File: config.mk
export PLATFORM = sky130hd
export DESIGN_NAME = btmx_ctrl
export DESIGN_NICKNAME = d
export VERILOG_FILES = /design/src/rtl/core/btmx_pkg.sv /design/src/rtl/core/btmx_ctrl.sv
export SDC_FILE = /design/constraint.sdc
export NUM_CORES = 1
export LEC_CHECK = 0
export ABC_AREA = 1
export ABC_CLOCK_PERIOD_IN_PS = 1450
export BUFFER_PORTS_ARGS = -buffer_cell sky130_fd_sc_hd__buf_2
export CAP_MARGIN = 25
export CORE_AREA = 2 2 39 41
export DETAILED_ROUTE_END_ITERATION = 16
export DIE_AREA = 0 0 41 43
export PLACE_DENSITY = 0.66
export SETUP_SLACK_MARGIN = 0.5
export SYNTH_ARGS = -nofsm -noshare
export SYNTH_HDL_FRONTEND = slang
export SYNTH_SLANG_ARGS = --single-unit
File: constraint.sdc
create_clock -name i_clk -period 1.45 [get_ports i_clk]
set_input_delay 0.2175 -clock i_clk [delete_from_list [all_inputs] [get_ports i_clk]]
set_output_delay 0.2175 -clock i_clk [all_outputs]
set_load 0.02 [all_outputs]
File: src/rtl/core/btmx_pkg.sv
`timescale 1ns / 1ps

package btmx_pkg;

    localparam logic OP_INSERT = 1'b0;
    localparam logic OP_QUERY  = 1'b1;

    localparam logic [1:0] ST_OK    = 2'd0;
    localparam logic [1:0] ST_EMPTY = 2'd1;
    localparam logic [1:0] ST_FULL  = 2'd2;

    typedef struct packed {
        logic        operation;
        logic [31:0] word;
    } t_item;

    typedef struct packed {
        logic [31:0] best_xor;
        logic [1:0]  status;
    } t_result;

    // Controller to datapath.
    typedef struct packed {
        logic load;
        logic step;
        logic leaf;
    } t_cmd;

    // Datapath to controller.
    typedef struct packed {
        logic skip;
        logic insert;
    } t_sts;

endpackage

File: src/rtl/core/btmx_ctrl.sv
`timescale 1ns / 1ps

module btmx_ctrl
    import btmx_pkg::*;
#(
    parameter int WIDTH = 32
) (
    input  logic i_clk,
    input  logic i_rst_n,
    input  logic start,
    output logic busy,
    output logic o_done,
    output t_cmd o_cmd,
    input  t_sts i_sts
);

    localparam int CW = $clog2(WIDTH + 1);

    localparam logic [1:0] S_IDLE = 2'd0;
    localparam logic [1:0] S_WALK = 2'd1;
    localparam logic [1:0] S_LEAF = 2'd2;
    localparam logic [1:0] S_DONE = 2'd3;

    logic [1:0]    r_state, n_state;
    logic [CW-1:0] r_count, n_count;

    always_comb begin
        n_state = r_state;
        n_count = r_count;
        o_cmd   = '0;
        case (r_state)
            S_IDLE: begin
                if (start) begin
                    o_cmd.load = 1'b1;
                    n_count    = CW'(WIDTH);
                    n_state    = i_sts.skip ? S_DONE : S_WALK;
                end
            end
            S_WALK: begin
                o_cmd.step = 1'b1;
                n_count    = r_count - CW'(1);
                if (r_count == CW'(1)) begin
                    n_state = i_sts.insert ? S_LEAF : S_DONE;
                end
            end
            S_LEAF: begin
                o_cmd.leaf = 1'b1;
                n_state    = S_DONE;
            end
            S_DONE: begin
                n_state = S_IDLE;
            end
            default: begin
                n_state = S_IDLE;
            end
        endcase
    end

    always_ff @(posedge i_clk) begin
        if (!i_rst_n) begin
            r_state <= S_IDLE;
            r_count <= '0;
        end else begin
            r_state <= n_state;
            r_count <= n_count;
        end
    end

    assign busy   = (r_state != S_IDLE);
    assign o_done = (r_state == S_DONE);

`ifndef ASSERT_OFF
    a_walk_count: assert property (@(posedge i_clk) disable iff (!i_rst_n)
        (r_state == S_WALK) |-> (r_count != '0))
        else $error("walk running with zero levels left");
    a_load_idle: assert property (@(posedge i_clk) disable iff (!i_rst_n)
        o_cmd.load |=> busy)
        else $error("accepted word did not make the unit busy");
    a_done_once: assert property (@(posedge i_clk) disable iff (!i_rst_n)
        o_done |=> !o_done)
        else $error("result strobe held longer than one cycle");
`endif

endmodule

==> qor.yml <==
run_status:
  run_status: "finished clean"
power:
  power.total_mw: 2.03
  peakVddDrop_mv: 1.21
  power-per-cell-area_nw_per_um2: 2380
  p_leak_nw: 0.371
synthesis:
  syn_area_per_cell_um2: 7.40
  syn_area_um2: 533
  synth_cell_types: 21
  synth_top_area_share: 0.300
  ys_seq_elements: 8
  yosysTopAreaCell: "dfxtp_1"
  yosysSeqAreaShare: 0.300
  yosysWarnings: 0
  synthCells: 72
  syn_nets: 83
  synth.area.top_cells: "dfxtp_1 30%, ha_1 14%, nand2_1 9.2%"
cells_and_area:
  fin_area_um2: 852
  layout_commonest_cell: "nand2_1"
  multiInputGateArea_um2: 445
  area.growth.synth_to_final_pct: 59.9
  drive_gt1_frac: 0.565
  n_fill_cell: 107
  seq_area_um2: 171
  n_antenna_cell: 0
  finalNetCount: 104
  final_cell_mix: "11 x nand2_1, 7 x inv_1, 7 x buf_6"
critical_path:
  crit_fanout: 3
  worstPathArrival_ns: 1.10
  cp-end-kind: "primary output"
  cp_slowest_cell: "dfxtp_4"
  crit_path_cell_trace: "inv_4 > ha_4 > nand2_4 > inv_4 > buf_6"
  crit_type: "reg2out"
  cp_num_buf_inv: 3
  critPathRequiredTime_ns: 1.23
  worstSetupStartpointType: "register"
  max_stage_delay_ns: 0.35
  timing.rr.start: "r_state[1]$_SDFFE_PN0P_"
  cp-startpoint: "r_state[1]$_SDFFE_PN0P_"
  crit_path_frequent_cell: "inv_4"
  cp_top_family: "flip-flops"
routing:
  vias: 524
  drt_iter0_markers: 7
  drcViolationCount: 0
  wire_per_inst_um: 12.1
  vias_per_cell: 4.85
  drtAntennaViolNets: 0
  wl_mm: 1.31
  dr.pass1.iters: 4
cts:
  h-tree-depth: 1
  cts_buffers: 3
  clk_latency_ns: 0.27
  clkTransAtPathRegs_ns: 0.06
  cts-root-buf: "clkbuf_4"
  cts_tree: "done"
  cts.sinks: 8
  cts_buffer_depth: 2
min_path:
  worstHoldStart: "i_rst_n"
  min_path_type: "in2reg"
floorplan:
  rows: 14
  die_w_um: 41
  core_area_um2: 1380
  initial_core_util: 0.385
  die_height_um: 43
  dieArea_um2: 1760
  io_pins: 10
sta:
  worst-slew-pin-transition_ns: 0.219
  clock.fmax_mhz: 757
  rsz0062_at_grt: "true"
  timing.hold.ws_ns: 0.210
  hold_viol: 0
  setup_violations: 0
  slew_headroom: 0.854
  min_period_ns: 1.32
  slew_violations: 0
  fin_worst_skew_ns: 0.00249
  final.period_utilization: 0.911
  fin_setup_tns_ns: 0
global_route:
  grt_pass1_wl_mm: 1.98
  grt_max_degree: 6
  antenna_found_initial: 0
  grt_overflow: 0
  grt_pass1_vias: 479
  grtUsageTotal: 0.170
place:
  globalplace.congestion: 0.814
  io_buffers: 9
  dp_hpwl_um: 824
  placed_cell_area_um2: 643
flow_run:
  maxCapViolCount: 0
[Yosys cell counts]
cell	count
and3_1	1
inv_2	3
nor3_1	1
a21boi_0	1
nand3_1	3
ha_1	6
inv_1	9
or2_4	1
nand3_2	2
xor2_1	1
nand2_1	13
a211oi_2	1
a21oi_1	6
a21oi_2	1
nand4_1	2
dfxtp_1	8
nor2_1	8
nor3_2	1
nand2_4	1
o21ai_1	1
nand2_2	2
[cells by family (layout without fill, tap and decap cells)]
family / Yosys count / after routing / synth area share
adder cells (fa/ha/maj): 6 / 6 / 0.141
AO/OA/AOI/OAI: 10 / 10 / 0.120
flip-flops: 8 / 8 / 0.300
buffers and inverters: 12 / 31 / 0.0845
AND/OR/NAND/NOR: 35 / 36 / 0.338
XOR/XNOR: 1 / 1 / 0.0164
[path summary, 6_finish.rpt]
kind,cells after the start,slack [ns],to
worst min register to register,1,0.48,r_count[0]$_SDFFE_PN0P_
worst min-delay path,3,0.21,r_count[5]$_SDFFE_PN0P_
worst max-delay path,5,0.13,o_cmd[2]
worst max register to register,10,0.16,r_count[5]$_SDFFE_PN0P_
[flip-flops by register name (all words and copies together), names as in the netlist]
register / flops
r_count: 6
r_state: 2
[layout make-up]
cell class / count / area share
tap: 16 / 0.0235
timing repair buffer: 15 / 0.151
inverter: 12 / 0.0705
multi-input combinational: 53 / 0.523
clock buffer: 4 / 0.0308
sequential: 8 / 0.201
[tightest hold or removal path: stages]
cell     delay, ns
buf_2         0.13
nand2_1       0.06
inv_1         0.04
[layer usage]
layer,routed length (um),global-route usage,share of wire,up-vias
li1,-,-,-,276
met5,0,0,0,-
met3,34,0.0314,0.026,2
met2,745,0.278,0.57,7
met1,507,0.190,0.39,239
met4,19,0.100,0.015,0
[per-stage QoR]
step                      utilization  cells  worst slack (ns)
after floorplan                     -     72             0.257
after global placement          0.465     97             0.226
after detailed placement        0.465     97             0.184
after CTS                       0.556    107             0.134
after global routing            0.616    108             0.108
final                           0.616    108             0.129
[report_power, final]
| part | internal [mW] | leakage (nW) | total [mW] | switching (mW) |
|---|---|---|---|---|
| registers | 0.332 | 0.0678 | 0.426 | 0.0940 |
| logic | 0.631 | 0.289 | 1.40 | 0.769 |
| clock network | 0.106 | 0.0150 | 0.200 | 0.0934 |
| total | 1.07 | 0.371 | 2.03 | 0.956 |
[what timing repair did]
action | 4_1_cts | 5_1_grt
gates resized for setup | 18 | 19
buffers inserted | 5 | 1
pin swaps | 4 | 10
gates cloned | 1 | 0
setup endpoints to repair | 13 | 13
hold buffers | 0 | 0
Note: power is estimated with default switching activity, not from simulation.
